===== config.mk =====
export PLATFORM = sky130hd
export DESIGN_NAME = doubly_linked_list_store_flat
export DESIGN_NICKNAME = d
export VERILOG_FILES = /design/src/dlls_pkg.sv /design/src/dlls_if.sv /design/src/doubly_linked_list_store.sv /design/src/dlls_node_mem.sv /design/src/dlls_free_map.sv /design/src/dlls_ctrl.sv /design/src/flat_wrapper.sv
export SDC_FILE = /design/constraint.sdc
export NUM_CORES = 1
export LEC_CHECK = 0
export BUFFER_PORTS_ARGS = -buffer_cell sky130_fd_sc_hd__buf_2
export CELL_PAD_IN_SITES_DETAIL_PLACEMENT = 0
export CELL_PAD_IN_SITES_GLOBAL_PLACEMENT = 1
export CORE_AREA = 2 2 229 321
export DETAILED_ROUTE_END_ITERATION = 10
export DIE_AREA = 0 0 231 323
export GPL_ROUTABILITY_DRIVEN = 0
export PLACE_DENSITY_LB_ADDON = 0.08
export SYNTH_ARGS = -nofsm -noshare
export SYNTH_HDL_FRONTEND = slang
export SYNTH_SLANG_ARGS = --single-unit

===== constraint.sdc =====
create_clock -name clk -period 6.4 [get_ports clk]
set_clock_uncertainty 0.1 [all_clocks]
set_input_delay 1.28 -clock clk [delete_from_list [all_inputs] [get_ports clk]]
set_output_delay 1.28 -clock clk [all_outputs]
set_load 0.03 [all_outputs]

===== src/dlls_pkg.sv =====
// ----------------------------------------------------------------------------
// dlls_pkg
// shared codes, state type and control groups of the linked list store
// ----------------------------------------------------------------------------
package dlls_pkg;

    localparam int ACTION_WIDTH = 2;
    localparam int VALUE_WIDTH  = 32;
    localparam int STATUS_WIDTH = 2;
    localparam int COUNT_WIDTH  = 5;

    localparam logic [ACTION_WIDTH-1:0] ACT_INS_FRONT = 2'd0;
    localparam logic [ACTION_WIDTH-1:0] ACT_INS_BACK  = 2'd1;
    localparam logic [ACTION_WIDTH-1:0] ACT_DELETE    = 2'd2;
    localparam logic [ACTION_WIDTH-1:0] ACT_SEARCH    = 2'd3;

    localparam logic [STATUS_WIDTH-1:0] STAT_OK        = 2'd0;
    localparam logic [STATUS_WIDTH-1:0] STAT_NOT_FOUND = 2'd1;
    localparam logic [STATUS_WIDTH-1:0] STAT_EMPTY     = 2'd2;
    localparam logic [STATUS_WIDTH-1:0] STAT_FULL      = 2'd3;

    typedef enum logic [2:0] {
        ST_IDLE,
        ST_SCAN,
        ST_INS_NODE,
        ST_INS_LINK,
        ST_WALK,
        ST_DEL_PREV,
        ST_DEL_NEXT,
        ST_DONE
    } state_t;

    // field write enables of the node memory
    typedef struct packed {
        logic value;
        logic next;
        logic prev;
    } node_we_t;

    // commands to the free map
    typedef struct packed {
        logic scan;
        logic take;
        logic give;
    } free_cmd_t;

endpackage


===== src/dlls_if.sv =====
// ----------------------------------------------------------------------------
// dlls_if
// request and response channels of the linked list store
// ----------------------------------------------------------------------------
interface dlls_in_if;
    logic                                  valid;
    logic                                  ready;
    logic [dlls_pkg::ACTION_WIDTH-1:0]     action;
    logic signed [dlls_pkg::VALUE_WIDTH-1:0] value;

    modport source (output valid, output action, output value, input ready);
    modport sink   (input valid, input action, input value, output ready);
endinterface

interface dlls_out_if;
    logic                                  valid;
    logic                                  ready;
    logic                                  found;
    logic [dlls_pkg::STATUS_WIDTH-1:0]     status;
    logic [dlls_pkg::COUNT_WIDTH-1:0]      count;

    modport source (output valid, output found, output status, output count, input ready);
    modport sink   (input valid, input found, input status, input count, output ready);
endinterface


===== src/doubly_linked_list_store.sv =====
// ----------------------------------------------------------------------------
// doubly_linked_list_store
// bounded doubly linked list of signed values in a node pool
// ----------------------------------------------------------------------------
// One request word is taken at a time and gives one response word. The node
// memory has a single registered read port, so a walk visits one node per
// cycle. An insert with room first scans the free map serially from entry
// zero up to the lowest free entry; a search walks from the head up to the
// match, a delete then passes two relinking states, and a miss walks the
// whole list. The response sits in an output register, so the next request
// is accepted while it waits. No clearing pass is needed after reset.
module doubly_linked_list_store #(
    parameter int CAPACITY   = 16,
    parameter int DATA_WIDTH = 32
) (
    input  logic        clk,
    input  logic        rst_n,
    dlls_in_if.sink     req,
    dlls_out_if.source  rsp
);

    localparam int AW = $clog2(CAPACITY);
    localparam int IW = $clog2(CAPACITY + 1);

    logic [AW-1:0]         mem_rd_addr;
    logic [DATA_WIDTH-1:0] mem_rd_value;
    logic [IW-1:0]         mem_rd_next;
    logic [IW-1:0]         mem_rd_prev;
    logic [AW-1:0]         mem_wr_addr;
    dlls_pkg::node_we_t    mem_wr_en;
    logic [DATA_WIDTH-1:0] mem_wr_value;
    logic [IW-1:0]         mem_wr_next;
    logic [IW-1:0]         mem_wr_prev;
    dlls_pkg::free_cmd_t   fm_cmd;
    logic [AW-1:0]         fm_idx;
    logic                  fm_hit;
    logic [AW-1:0]         fm_hit_idx;

    dlls_node_mem #(
        .DEPTH      (CAPACITY),
        .DATA_WIDTH (DATA_WIDTH),
        .LINK_WIDTH (IW)
    ) u_node_mem (
        .clk      (clk),
        .rd_addr  (mem_rd_addr),
        .rd_value (mem_rd_value),
        .rd_next  (mem_rd_next),
        .rd_prev  (mem_rd_prev),
        .wr_addr  (mem_wr_addr),
        .wr_en    (mem_wr_en),
        .wr_value (mem_wr_value),
        .wr_next  (mem_wr_next),
        .wr_prev  (mem_wr_prev)
    );

    dlls_free_map #(
        .CAPACITY (CAPACITY)
    ) u_free_map (
        .clk     (clk),
        .rst_n   (rst_n),
        .cmd     (fm_cmd),
        .idx     (fm_idx),
        .hit     (fm_hit),
        .hit_idx (fm_hit_idx)
    );

    dlls_ctrl #(
        .CAPACITY   (CAPACITY),
        .DATA_WIDTH (DATA_WIDTH)
    ) u_ctrl (
        .clk          (clk),
        .rst_n        (rst_n),
        .req          (req),
        .rsp          (rsp),
        .mem_rd_addr  (mem_rd_addr),
        .mem_rd_value (mem_rd_value),
        .mem_rd_next  (mem_rd_next),
        .mem_rd_prev  (mem_rd_prev),
        .mem_wr_addr  (mem_wr_addr),
        .mem_wr_en    (mem_wr_en),
        .mem_wr_value (mem_wr_value),
        .mem_wr_next  (mem_wr_next),
        .mem_wr_prev  (mem_wr_prev),
        .fm_cmd       (fm_cmd),
        .fm_idx       (fm_idx),
        .fm_hit       (fm_hit),
        .fm_hit_idx   (fm_hit_idx)
    );

endmodule


===== src/dlls_node_mem.sv =====
// ----------------------------------------------------------------------------
// dlls_node_mem
// node pool memory: value, forward and backward link per entry
// ----------------------------------------------------------------------------
module dlls_node_mem #(
    parameter int DEPTH      = 16,
    parameter int DATA_WIDTH = 32,
    parameter int LINK_WIDTH = 5
) (
    input  logic                         clk,
    input  logic [$clog2(DEPTH)-1:0]     rd_addr,
    output logic [DATA_WIDTH-1:0]        rd_value,
    output logic [LINK_WIDTH-1:0]        rd_next,
    output logic [LINK_WIDTH-1:0]        rd_prev,
    input  logic [$clog2(DEPTH)-1:0]     wr_addr,
    input  dlls_pkg::node_we_t           wr_en,
    input  logic [DATA_WIDTH-1:0]        wr_value,
    input  logic [LINK_WIDTH-1:0]        wr_next,
    input  logic [LINK_WIDTH-1:0]        wr_prev
);

    localparam int WORD_WIDTH = DATA_WIDTH + 2 * LINK_WIDTH;

    logic [WORD_WIDTH-1:0] mem [DEPTH];
    logic [WORD_WIDTH-1:0] rd_word_reg;

    always_ff @(posedge clk)
    begin
        if (wr_en.value)
        begin
            mem[wr_addr][DATA_WIDTH-1:0] <= wr_value;
        end
        if (wr_en.next)
        begin
            mem[wr_addr][DATA_WIDTH +: LINK_WIDTH] <= wr_next;
        end
        if (wr_en.prev)
        begin
            mem[wr_addr][DATA_WIDTH + LINK_WIDTH +: LINK_WIDTH] <= wr_prev;
        end
    end

    always_ff @(posedge clk)
    begin
        rd_word_reg <= mem[rd_addr];
    end

    assign rd_value = rd_word_reg[DATA_WIDTH-1:0];
    assign rd_next  = rd_word_reg[DATA_WIDTH +: LINK_WIDTH];
    assign rd_prev  = rd_word_reg[DATA_WIDTH + LINK_WIDTH +: LINK_WIDTH];

endmodule


===== src/dlls_free_map.sv =====
// ----------------------------------------------------------------------------
// dlls_free_map
// free bit per pool entry with a serial lowest-index allocator
// ----------------------------------------------------------------------------
module dlls_free_map #(
    parameter int CAPACITY = 16
) (
    input  logic                          clk,
    input  logic                          rst_n,
    input  dlls_pkg::free_cmd_t           cmd,
    input  logic [$clog2(CAPACITY)-1:0]   idx,
    output logic                          hit,
    output logic [$clog2(CAPACITY)-1:0]   hit_idx
);

    localparam int AW = $clog2(CAPACITY);

    logic [CAPACITY-1:0] free_reg;
    logic [CAPACITY-1:0] free_next;
    logic [AW-1:0]       scan_reg;
    logic [AW-1:0]       scan_next;

    assign hit     = free_reg[scan_reg];
    assign hit_idx = scan_reg;

    always_comb
    begin
        free_next = free_reg;
        if (cmd.take)
        begin
            free_next[idx] = 1'b0;
        end
        if (cmd.give)
        begin
            free_next[idx] = 1'b1;
        end
    end

    always_comb
    begin
        if (!cmd.scan)
        begin
            scan_next = '0;
        end
        else if (hit)
        begin
            scan_next = scan_reg;
        end
        else
        begin
            scan_next = scan_reg + AW'(1);
        end
    end

    always_ff @(posedge clk or negedge rst_n)
    begin
        if (!rst_n)
        begin
            free_reg <= '1;
            scan_reg <= '0;
        end
        else
        begin
            free_reg <= free_next;
            scan_reg <= scan_next;
        end
    end

    a_take_free: assert property (@(posedge clk) disable iff (!rst_n)
        cmd.take |-> free_reg[idx])
        else $error("allocated entry was not free");

    a_release_used: assert property (@(posedge clk) disable iff (!rst_n)
        cmd.give |-> !free_reg[idx])
        else $error("released entry was already free");

endmodule


===== src/dlls_ctrl.sv =====
// ----------------------------------------------------------------------------
// dlls_ctrl
// request sequencer: allocation, list walk, relinking and response register
// ----------------------------------------------------------------------------
module dlls_ctrl #(
    parameter int CAPACITY   = 16,
    parameter int DATA_WIDTH = 32
) (
    input  logic                                  clk,
    input  logic                                  rst_n,
    dlls_in_if.sink                               req,
    dlls_out_if.source                            rsp,
    output logic [$clog2(CAPACITY)-1:0]           mem_rd_addr,
    input  logic [DATA_WIDTH-1:0]                 mem_rd_value,
    input  logic [$clog2(CAPACITY+1)-1:0]         mem_rd_next,
    input  logic [$clog2(CAPACITY+1)-1:0]         mem_rd_prev,
    output logic [$clog2(CAPACITY)-1:0]           mem_wr_addr,
    output dlls_pkg::node_we_t                    mem_wr_en,
    output logic [DATA_WIDTH-1:0]                 mem_wr_value,
    output logic [$clog2(CAPACITY+1)-1:0]         mem_wr_next,
    output logic [$clog2(CAPACITY+1)-1:0]         mem_wr_prev,
    output dlls_pkg::free_cmd_t                   fm_cmd,
    output logic [$clog2(CAPACITY)-1:0]           fm_idx,
    input  logic                                  fm_hit,
    input  logic [$clog2(CAPACITY)-1:0]           fm_hit_idx
);

    localparam int AW = $clog2(CAPACITY);
    localparam int IW = $clog2(CAPACITY + 1);
    localparam int VW = dlls_pkg::VALUE_WIDTH;
    localparam int CO = dlls_pkg::COUNT_WIDTH;
    localparam logic [IW-1:0] NULL_IDX = IW'(CAPACITY);

    dlls_pkg::state_t state_reg;
    dlls_pkg::state_t state_next;

    logic [IW-1:0]                     head_reg, head_next;
    logic [IW-1:0]                     tail_reg, tail_next;
    logic [IW-1:0]                     count_reg, count_next;
    logic [dlls_pkg::ACTION_WIDTH-1:0] action_reg, action_next;
    logic [DATA_WIDTH-1:0]             key_reg, key_next;
    logic [IW-1:0]                     cur_reg, cur_next;
    logic [IW-1:0]                     steps_reg, steps_next;
    logic [IW-1:0]                     tgt_reg, tgt_next;
    logic [IW-1:0]                     prev_reg, prev_next;
    logic [IW-1:0]                     nxt_reg, nxt_next;
    logic [IW-1:0]                     link_reg, link_next;
    logic [AW-1:0]                     new_reg, new_next;
    logic                              found_reg, found_next;
    logic [dlls_pkg::STATUS_WIDTH-1:0] status_reg, status_next;
    logic                              out_valid_reg, out_valid_next;
    logic                              out_found_reg, out_found_next;
    logic [dlls_pkg::STATUS_WIDTH-1:0] out_status_reg, out_status_next;
    logic [CO-1:0]                     out_count_reg, out_count_next;

    logic [DATA_WIDTH+VW-1:0] key_ext;
    logic [IW+CO-1:0]         count_ext;
    logic                     head_null;
    logic                     tail_null;
    logic                     full;
    logic                     req_insert;
    logic                     act_insert;
    logic                     act_front;
    logic                     walk_end;
    logic                     walk_hit;
    logic                     out_free;

    assign key_ext    = {{DATA_WIDTH{1'b0}}, req.value};
    assign count_ext  = {{CO{1'b0}}, count_reg};
    assign head_null  = head_reg >= NULL_IDX;
    assign tail_null  = tail_reg >= NULL_IDX;
    assign full       = count_reg >= NULL_IDX;
    assign req_insert = (req.action == dlls_pkg::ACT_INS_FRONT)
                     || (req.action == dlls_pkg::ACT_INS_BACK);
    assign act_insert = (action_reg == dlls_pkg::ACT_INS_FRONT)
                     || (action_reg == dlls_pkg::ACT_INS_BACK);
    assign act_front  = action_reg == dlls_pkg::ACT_INS_FRONT;
    assign walk_end   = (cur_reg >= NULL_IDX) || (steps_reg >= NULL_IDX);
    assign walk_hit   = mem_rd_value == key_reg;
    assign out_free   = !out_valid_reg || rsp.ready;

    // next state
    always_comb
    begin
        state_next = state_reg;
        unique case (state_reg)
            dlls_pkg::ST_IDLE:
            begin
                if (req.valid)
                begin
                    if (req_insert)
                    begin
                        state_next = full ? dlls_pkg::ST_DONE : dlls_pkg::ST_SCAN;
                    end
                    else
                    begin
                        state_next = head_null ? dlls_pkg::ST_DONE : dlls_pkg::ST_WALK;
                    end
                end
            end
            dlls_pkg::ST_SCAN:
            begin
                if (fm_hit)
                begin
                    state_next = dlls_pkg::ST_INS_NODE;
                end
            end
            dlls_pkg::ST_INS_NODE:
            begin
                if (head_null || (!act_front && tail_null))
                begin
                    state_next = dlls_pkg::ST_DONE;
                end
                else
                begin
                    state_next = dlls_pkg::ST_INS_LINK;
                end
            end
            dlls_pkg::ST_INS_LINK:
            begin
                state_next = dlls_pkg::ST_DONE;
            end
            dlls_pkg::ST_WALK:
            begin
                if (walk_end)
                begin
                    state_next = dlls_pkg::ST_DONE;
                end
                else if (walk_hit)
                begin
                    state_next = (action_reg == dlls_pkg::ACT_DELETE)
                               ? dlls_pkg::ST_DEL_PREV : dlls_pkg::ST_DONE;
                end
            end
            dlls_pkg::ST_DEL_PREV:
            begin
                state_next = dlls_pkg::ST_DEL_NEXT;
            end
            dlls_pkg::ST_DEL_NEXT:
            begin
                state_next = dlls_pkg::ST_DONE;
            end
            dlls_pkg::ST_DONE:
            begin
                if (out_free)
                begin
                    state_next = dlls_pkg::ST_IDLE;
                end
            end
            default:
            begin
                state_next = dlls_pkg::ST_IDLE;
            end
        endcase
    end

    // memory, free map and handshake controls
    always_comb
    begin
        req.ready    = 1'b0;
        mem_rd_addr  = cur_reg[AW-1:0];
        mem_wr_addr  = new_reg;
        mem_wr_en    = '0;
        mem_wr_value = key_reg;
        mem_wr_next  = NULL_IDX;
        mem_wr_prev  = NULL_IDX;
        fm_cmd       = '0;
        fm_idx       = new_reg;
        unique case (state_reg)
            dlls_pkg::ST_IDLE:
            begin
                req.ready   = 1'b1;
                mem_rd_addr = head_reg[AW-1:0];
            end
            dlls_pkg::ST_SCAN:
            begin
                fm_cmd.scan = 1'b1;
            end
            dlls_pkg::ST_INS_NODE:
            begin
                mem_wr_en   = '1;
                fm_cmd.take = 1'b1;
                if (!head_null)
                begin
                    if (act_front)
                    begin
                        mem_wr_next = head_reg;
                    end
                    else
                    begin
                        mem_wr_prev = tail_reg;
                    end
                end
            end
            dlls_pkg::ST_INS_LINK:
            begin
                mem_wr_addr = link_reg[AW-1:0];
                mem_wr_next = IW'(new_reg);
                mem_wr_prev = IW'(new_reg);
                if (act_front)
                begin
                    mem_wr_en.prev = 1'b1;
                end
                else
                begin
                    mem_wr_en.next = 1'b1;
                end
            end
            dlls_pkg::ST_WALK:
            begin
                mem_rd_addr = mem_rd_next[AW-1:0];
            end
            dlls_pkg::ST_DEL_PREV:
            begin
                mem_wr_addr    = prev_reg[AW-1:0];
                mem_wr_next    = nxt_reg;
                mem_wr_en.next = prev_reg < NULL_IDX;
            end
            dlls_pkg::ST_DEL_NEXT:
            begin
                mem_wr_addr    = nxt_reg[AW-1:0];
                mem_wr_prev    = prev_reg;
                mem_wr_en.prev = nxt_reg < NULL_IDX;
                fm_cmd.give    = 1'b1;
                fm_idx         = tgt_reg[AW-1:0];
            end
            dlls_pkg::ST_DONE:
            begin
                req.ready = 1'b0;
            end
            default:
            begin
                req.ready = 1'b0;
            end
        endcase
    end

    // datapath
    always_comb
    begin
        head_next       = head_reg;
        tail_next       = tail_reg;
        count_next      = count_reg;
        action_next     = action_reg;
        key_next        = key_reg;
        cur_next        = cur_reg;
        steps_next      = steps_reg;
        tgt_next        = tgt_reg;
        prev_next       = prev_reg;
        nxt_next        = nxt_reg;
        link_next       = link_reg;
        new_next        = new_reg;
        found_next      = found_reg;
        status_next     = status_reg;
        out_valid_next  = out_valid_reg && !rsp.ready;
        out_found_next  = out_found_reg;
        out_status_next = out_status_reg;
        out_count_next  = out_count_reg;
        case (state_reg)
            dlls_pkg::ST_IDLE:
            begin
                if (req.valid)
                begin
                    action_next = req.action;
                    key_next    = key_ext[DATA_WIDTH-1:0];
                    cur_next    = head_reg;
                    steps_next  = '0;
                    found_next  = 1'b0;
                    status_next = dlls_pkg::STAT_OK;
                    if (req_insert && full)
                    begin
                        status_next = dlls_pkg::STAT_FULL;
                    end
                    else if (!req_insert && head_null)
                    begin
                        status_next = dlls_pkg::STAT_EMPTY;
                    end
                end
            end
            dlls_pkg::ST_SCAN:
            begin
                new_next = fm_hit_idx;
            end
            dlls_pkg::ST_INS_NODE:
            begin
                count_next = count_reg + IW'(1);
                if (head_null)
                begin
                    head_next = IW'(new_reg);
                    tail_next = IW'(new_reg);
                end
                else if (act_front)
                begin
                    link_next = head_reg;
                    head_next = IW'(new_reg);
                end
                else
                begin
                    link_next = tail_reg;
                    tail_next = IW'(new_reg);
                end
            end
            dlls_pkg::ST_WALK:
            begin
                if (walk_end)
                begin
                    status_next = dlls_pkg::STAT_NOT_FOUND;
                end
                else if (walk_hit)
                begin
                    found_next = 1'b1;
                    tgt_next   = cur_reg;
                    prev_next  = mem_rd_prev;
                    nxt_next   = mem_rd_next;
                end
                else
                begin
                    cur_next   = mem_rd_next;
                    steps_next = steps_reg + IW'(1);
                end
            end
            dlls_pkg::ST_DEL_PREV:
            begin
                if (prev_reg >= NULL_IDX)
                begin
                    head_next = nxt_reg;
                end
            end
            dlls_pkg::ST_DEL_NEXT:
            begin
                if (nxt_reg >= NULL_IDX)
                begin
                    tail_next = prev_reg;
                end
                if (count_reg != '0)
                begin
                    count_next = count_reg - IW'(1);
                end
            end
            dlls_pkg::ST_DONE:
            begin
                if (out_free)
                begin
                    out_valid_next  = 1'b1;
                    out_found_next  = found_reg;
                    out_status_next = status_reg;
                    out_count_next  = count_ext[CO-1:0];
                end
            end
            default:
            begin
                found_next = found_reg;
            end
        endcase
    end

    always_ff @(posedge clk or negedge rst_n)
    begin
        if (!rst_n)
        begin
            state_reg     <= dlls_pkg::ST_IDLE;
            head_reg      <= NULL_IDX;
            tail_reg      <= NULL_IDX;
            count_reg     <= '0;
            out_valid_reg <= 1'b0;
        end
        else
        begin
            state_reg     <= state_next;
            head_reg      <= head_next;
            tail_reg      <= tail_next;
            count_reg     <= count_next;
            out_valid_reg <= out_valid_next;
        end
    end

    always_ff @(posedge clk)
    begin
        action_reg     <= action_next;
        key_reg        <= key_next;
        cur_reg        <= cur_next;
        steps_reg      <= steps_next;
        tgt_reg        <= tgt_next;
        prev_reg       <= prev_next;
        nxt_reg        <= nxt_next;
        link_reg       <= link_next;
        new_reg        <= new_next;
        found_reg      <= found_next;
        status_reg     <= status_next;
        out_found_reg  <= out_found_next;
        out_status_reg <= out_status_next;
        out_count_reg  <= out_count_next;
    end

    assign rsp.valid  = out_valid_reg;
    assign rsp.found  = out_found_reg;
    assign rsp.status = out_status_reg;
    assign rsp.count  = out_count_reg;

    a_count_bound: assert property (@(posedge clk) disable iff (!rst_n)
        count_reg <= NULL_IDX)
        else $error("entry count above capacity");

    a_head_count: assert property (@(posedge clk) disable iff (!rst_n)
        (state_reg == dlls_pkg::ST_IDLE) |-> (head_null == (count_reg == '0)))
        else $error("head pointer disagrees with entry count");

    a_head_tail: assert property (@(posedge clk) disable iff (!rst_n)
        (state_reg == dlls_pkg::ST_IDLE) |-> (head_null == tail_null))
        else $error("head and tail pointers disagree on empty list");

endmodule


===== src/flat_wrapper.sv =====
// flat-port wrapper written by rule: the top's interface ports become plain ports
module doubly_linked_list_store_flat 
#(
    parameter int CAPACITY   = 16,
    parameter int DATA_WIDTH = 32
)
  (clk, rst_n, req_valid, req_action, req_value, req_ready, rsp_valid, rsp_found, rsp_status, rsp_count, rsp_ready);
  dlls_in_if req_i ();
  dlls_out_if rsp_i ();
  input  logic clk;
  input  logic rst_n;
  input wire logic [$bits(req_i.valid)-1:0] req_valid;
  input wire logic [$bits(req_i.action)-1:0] req_action;
  input wire logic [$bits(req_i.value)-1:0] req_value;
  output wire logic [$bits(req_i.ready)-1:0] req_ready;
  output wire logic [$bits(rsp_i.valid)-1:0] rsp_valid;
  output wire logic [$bits(rsp_i.found)-1:0] rsp_found;
  output wire logic [$bits(rsp_i.status)-1:0] rsp_status;
  output wire logic [$bits(rsp_i.count)-1:0] rsp_count;
  input wire logic [$bits(rsp_i.ready)-1:0] rsp_ready;
  assign req_i.valid = req_valid;
  assign req_i.action = req_action;
  assign req_i.value = req_value;
  assign req_ready = req_i.ready;
  assign rsp_valid = rsp_i.valid;
  assign rsp_found = rsp_i.found;
  assign rsp_status = rsp_i.status;
  assign rsp_count = rsp_i.count;
  assign rsp_i.ready = rsp_ready;
  doubly_linked_list_store #(.CAPACITY(CAPACITY), .DATA_WIDTH(DATA_WIDTH)) u_core (.clk(clk), .rst_n(rst_n), .req(req_i), .rsp(rsp_i));
endmodule

==> results_dict.tcl <==
set metrics [dict create \
    layout-drive-gt1-share_pct 25.4 \
    register_area_sq_um 24300 \
    final_core_util_pct 50.1 \
    htreeDepth 3 \
    drcViolationCount 0 \
    cts_setup_buffers 0 \
    critical_path.endpoint_type "flip-flop" \
    ys_async_sr_fraction_pct 4.70 \
    fin_ws_ps 2070 \
    multiInputGateArea_sq_um 7310 \
    synth_seq_cells 830 \
    seq_area_frac_synth_pct 76.1 \
    wl_per_cell_um 26.6 \
    rows 117 \
    maxSlewHeadroom_pct 16.2 \
    critical_path_arrival_ps 4460 \
    crit_path_top_delay_cell "nor2_4" \
    coreArea_sq_um 72000 \
    wl_met3_um 2360 \
    path_clk_slew_ps 70 \
    wl_met2_um 40300 \
    tns_ps 0 \
    cts_num_sinks 830 \
    critPathLaunchType "flip-flop" \
    wl_met1_um 28100 \
    dr.pass1.iters 5 \
    crit_fanout 32 \
    finalPower_mw 15.7 \
    synthesis.nets 1675 \
    drv_cap 0 \
    fin_crit_sh_pct 67.6 \
    crit_chain "nor2b_1, nand2_8, inv_4, a221oi_1, o32a_1, nor2_4" \
    crit_required_ps 6540 \
    finalCriticalPeriod_ps 4330 \
    grt_use_total_pct 20.0 \
    syn2layout_area_growth_pct 12.9 \
    synth_area_sq_um 32000 \
    clockBufferDepth 3 \
    ys_types 63 \
    timing.fmax_mhz 231 \
    cts_hold_buf 0 \
    leakagePower_nw 11.7 \
    ff2ff_path_depth 6 \
    power_density_nw_per_um2 436 \
    die-area_sq_um 74600 \
    ys_warn_count 0 \
    cts_buffers 80 \
    io_buffers 47 \
    ios 48 \
    grt_pass1_wl_um 109000 \
    top_layer_used "met4" \
    initial_core_util_pct 44.4 \
    cts_tree "done" \
    antenna_found_initial 0 \
    antenna_cells 0 \
    fillCellCount 5933 \
    vias 15309 \
    max_stage_delay_ps 1010 \
    worst_hold_path_type "reg -> reg" \
    path_class "reg -> reg" \
    antenna_left 0 \
    grt_max_degree 119 \
    fin_nets 1756 \
    rsz0062_at_grt "false" \
    ir_worst_vdd_mv 0.420 \
    synth-edff-count 749 \
    finalHoldViolCount 0 \
    holdPathStages 0 \
    postSynthCellCount 1633 \
    root_buffer "clkbuf_16" \
    dp_hpwl_um 42800 \
    cts_resized 0 \
    status "finished, final reports clean" \
    die_height_um 323 \
    largest_reg_flops 672 \
    viasPerCell 5.60 \
    setup_viol 0 \
    die_w_um 231 \
    clk_latency_ps 640 \
    syn_area_per_cell_sq_um 19.6 \
    first_global_vias 16591 \
    pre_cts_ws_ps 2020 \
    first_iter_violations 1057 \
    wl_um 72700 \
    worst_pin_slew_ps 1250 \
    drv_slew 0 \
    ys.flop_type "edfxtp_1" \
    grt-ovfl-total 0 \
]
-- metal layers --
layer	vias to the layer above	GRT usage, %
met3	109	2.65
met5	-	0
met4	0	7.13
met2	327	37.3
met1	8105	23.6
li1	6768	-
-- cells by family (layout without fill, tap and decap cells) --
| group | Yosys count | count (layout) | share of synthesized area [%] |
|---|---|---|---|
| adder cells (fa/ha/maj) | 4 | 4 | 0.157 |
| XOR/XNOR | 43 | 43 | 1.18 |
| multiplexers | 197 | 197 | 13.0 |
| AO/OA/AOI/OAI | 172 | 172 | 3.92 |
| flip-flops | 830 | 830 | 76.1 |
| buffers and inverters | 93 | 240 | 1.58 |
| AND/OR/NAND/NOR | 294 | 294 | 4.13 |
-- layout by cell type (no fill, tap or decap), types with 32 or more instances in the layout --
master,instances
xor2_1,39
buf_2,47
a22oi_1,87
nand2_1,108
clkbuf_16,83
buf_4,32
edfxtp_1,749
mux4_2,172
dfxtp_1,42
nor2_1,89
-- Yosys cell counts (all sizes together), types with 4 or more instances --
master / number / area share (%)
nor2: 108 / 1.3
inv: 11 / 0.14
dfxtp: 42 / 2.6
mux2i: 9 / 0.28
nor4: 10 / 0.20
xnor2: 4 / 0.11
nand2: 109 / 1.3
nand3: 10 / 0.16
a21oi: 24 / 0.41
clkbuf: 33 / 0.39
nor3: 11 / 0.17
a22o: 4 / 0.11
mux4: 172 / 12
nor2b: 8 / 0.16
nand2b: 9 / 0.18
dfstp: 18 / 1.5
edfxtp: 749 / 70
or3: 4 / 0.078
o21ai: 15 / 0.27
a22oi: 87 / 2.0
a31oi: 9 / 0.18
and3: 6 / 0.12
o22ai: 4 / 0.078
ha: 4 / 0.16
buf: 49 / 1.1
a221o: 10 / 0.31
dfrtp: 21 / 1.6
or2: 4 / 0.078
xor2: 39 / 1.1
nor3b: 5 / 0.13
mux2: 16 / 0.56
-- layout make-up --
class	instances	area share, %
clock buffer	101	6.26
multi-input combinational	710	20.3
tap	952	3.30
inverter	11	0.121
clock inverter	47	1.22
timing repair buffer	81	1.43
sequential	830	67.4
-- final timing paths --
path / slack (ps) / end / from
setup / recovery: 2070 / u_core.u_node_mem.mem[14][23]$_DFFE_PP_ / u_core.u_ctrl.state_reg[1]$_DFFE_PN0P_
hold / removal: 300 / u_core.u_ctrl.prev_reg[0]$_DFFE_PP_ / u_core.u_node_mem.rd_word_reg[37]$_DFF_P_
setup reg to reg: 2070 / u_core.u_node_mem.mem[14][23]$_DFFE_PP_ / u_core.u_ctrl.state_reg[1]$_DFFE_PN0P_
hold reg to reg: 300 / u_core.u_ctrl.prev_reg[0]$_DFFE_PP_ / u_core.u_node_mem.rd_word_reg[37]$_DFF_P_
max in group asynchronous: 4790 / u_core.u_ctrl.state_reg[2]$_DFFE_PN0P_ / rst_n
min in group asynchronous: 720 / u_core.u_free_map.hit_idx[2]$_DFFE_PN0P_ / rst_n
-- worst max-delay path, delay by kind of cell, from the launching register on --
| family | cells | cell delay [ps] |
|---|---|---|
| simple gates | 3 | 2040 |
| compound gates | 2 | 740 |
| flops | 1 | 730 |
| buf+inv | 1 | 290 |
-- power by group --
part           switching [mW]  total (mW)  internal [mW]
Sequential              0.339        7.02           6.68
Clock                    2.03        4.82           2.79
Combinational            2.33        3.87           1.54
Total                    4.70        15.7           11.0
-- metrics by stage --
step           area (sq um)  hold slack [ps]  std cells
2_1_floorplan         32000              286       1633
3_3_place_gp          33400              288       2584
3_5_place_dp          33400              292       2584
4_1_cts               36100              306       2732
5_1_grt               36100              320       2732
6_report              36100              304       2732
Note: power is estimated with default switching activity, not from simulation.
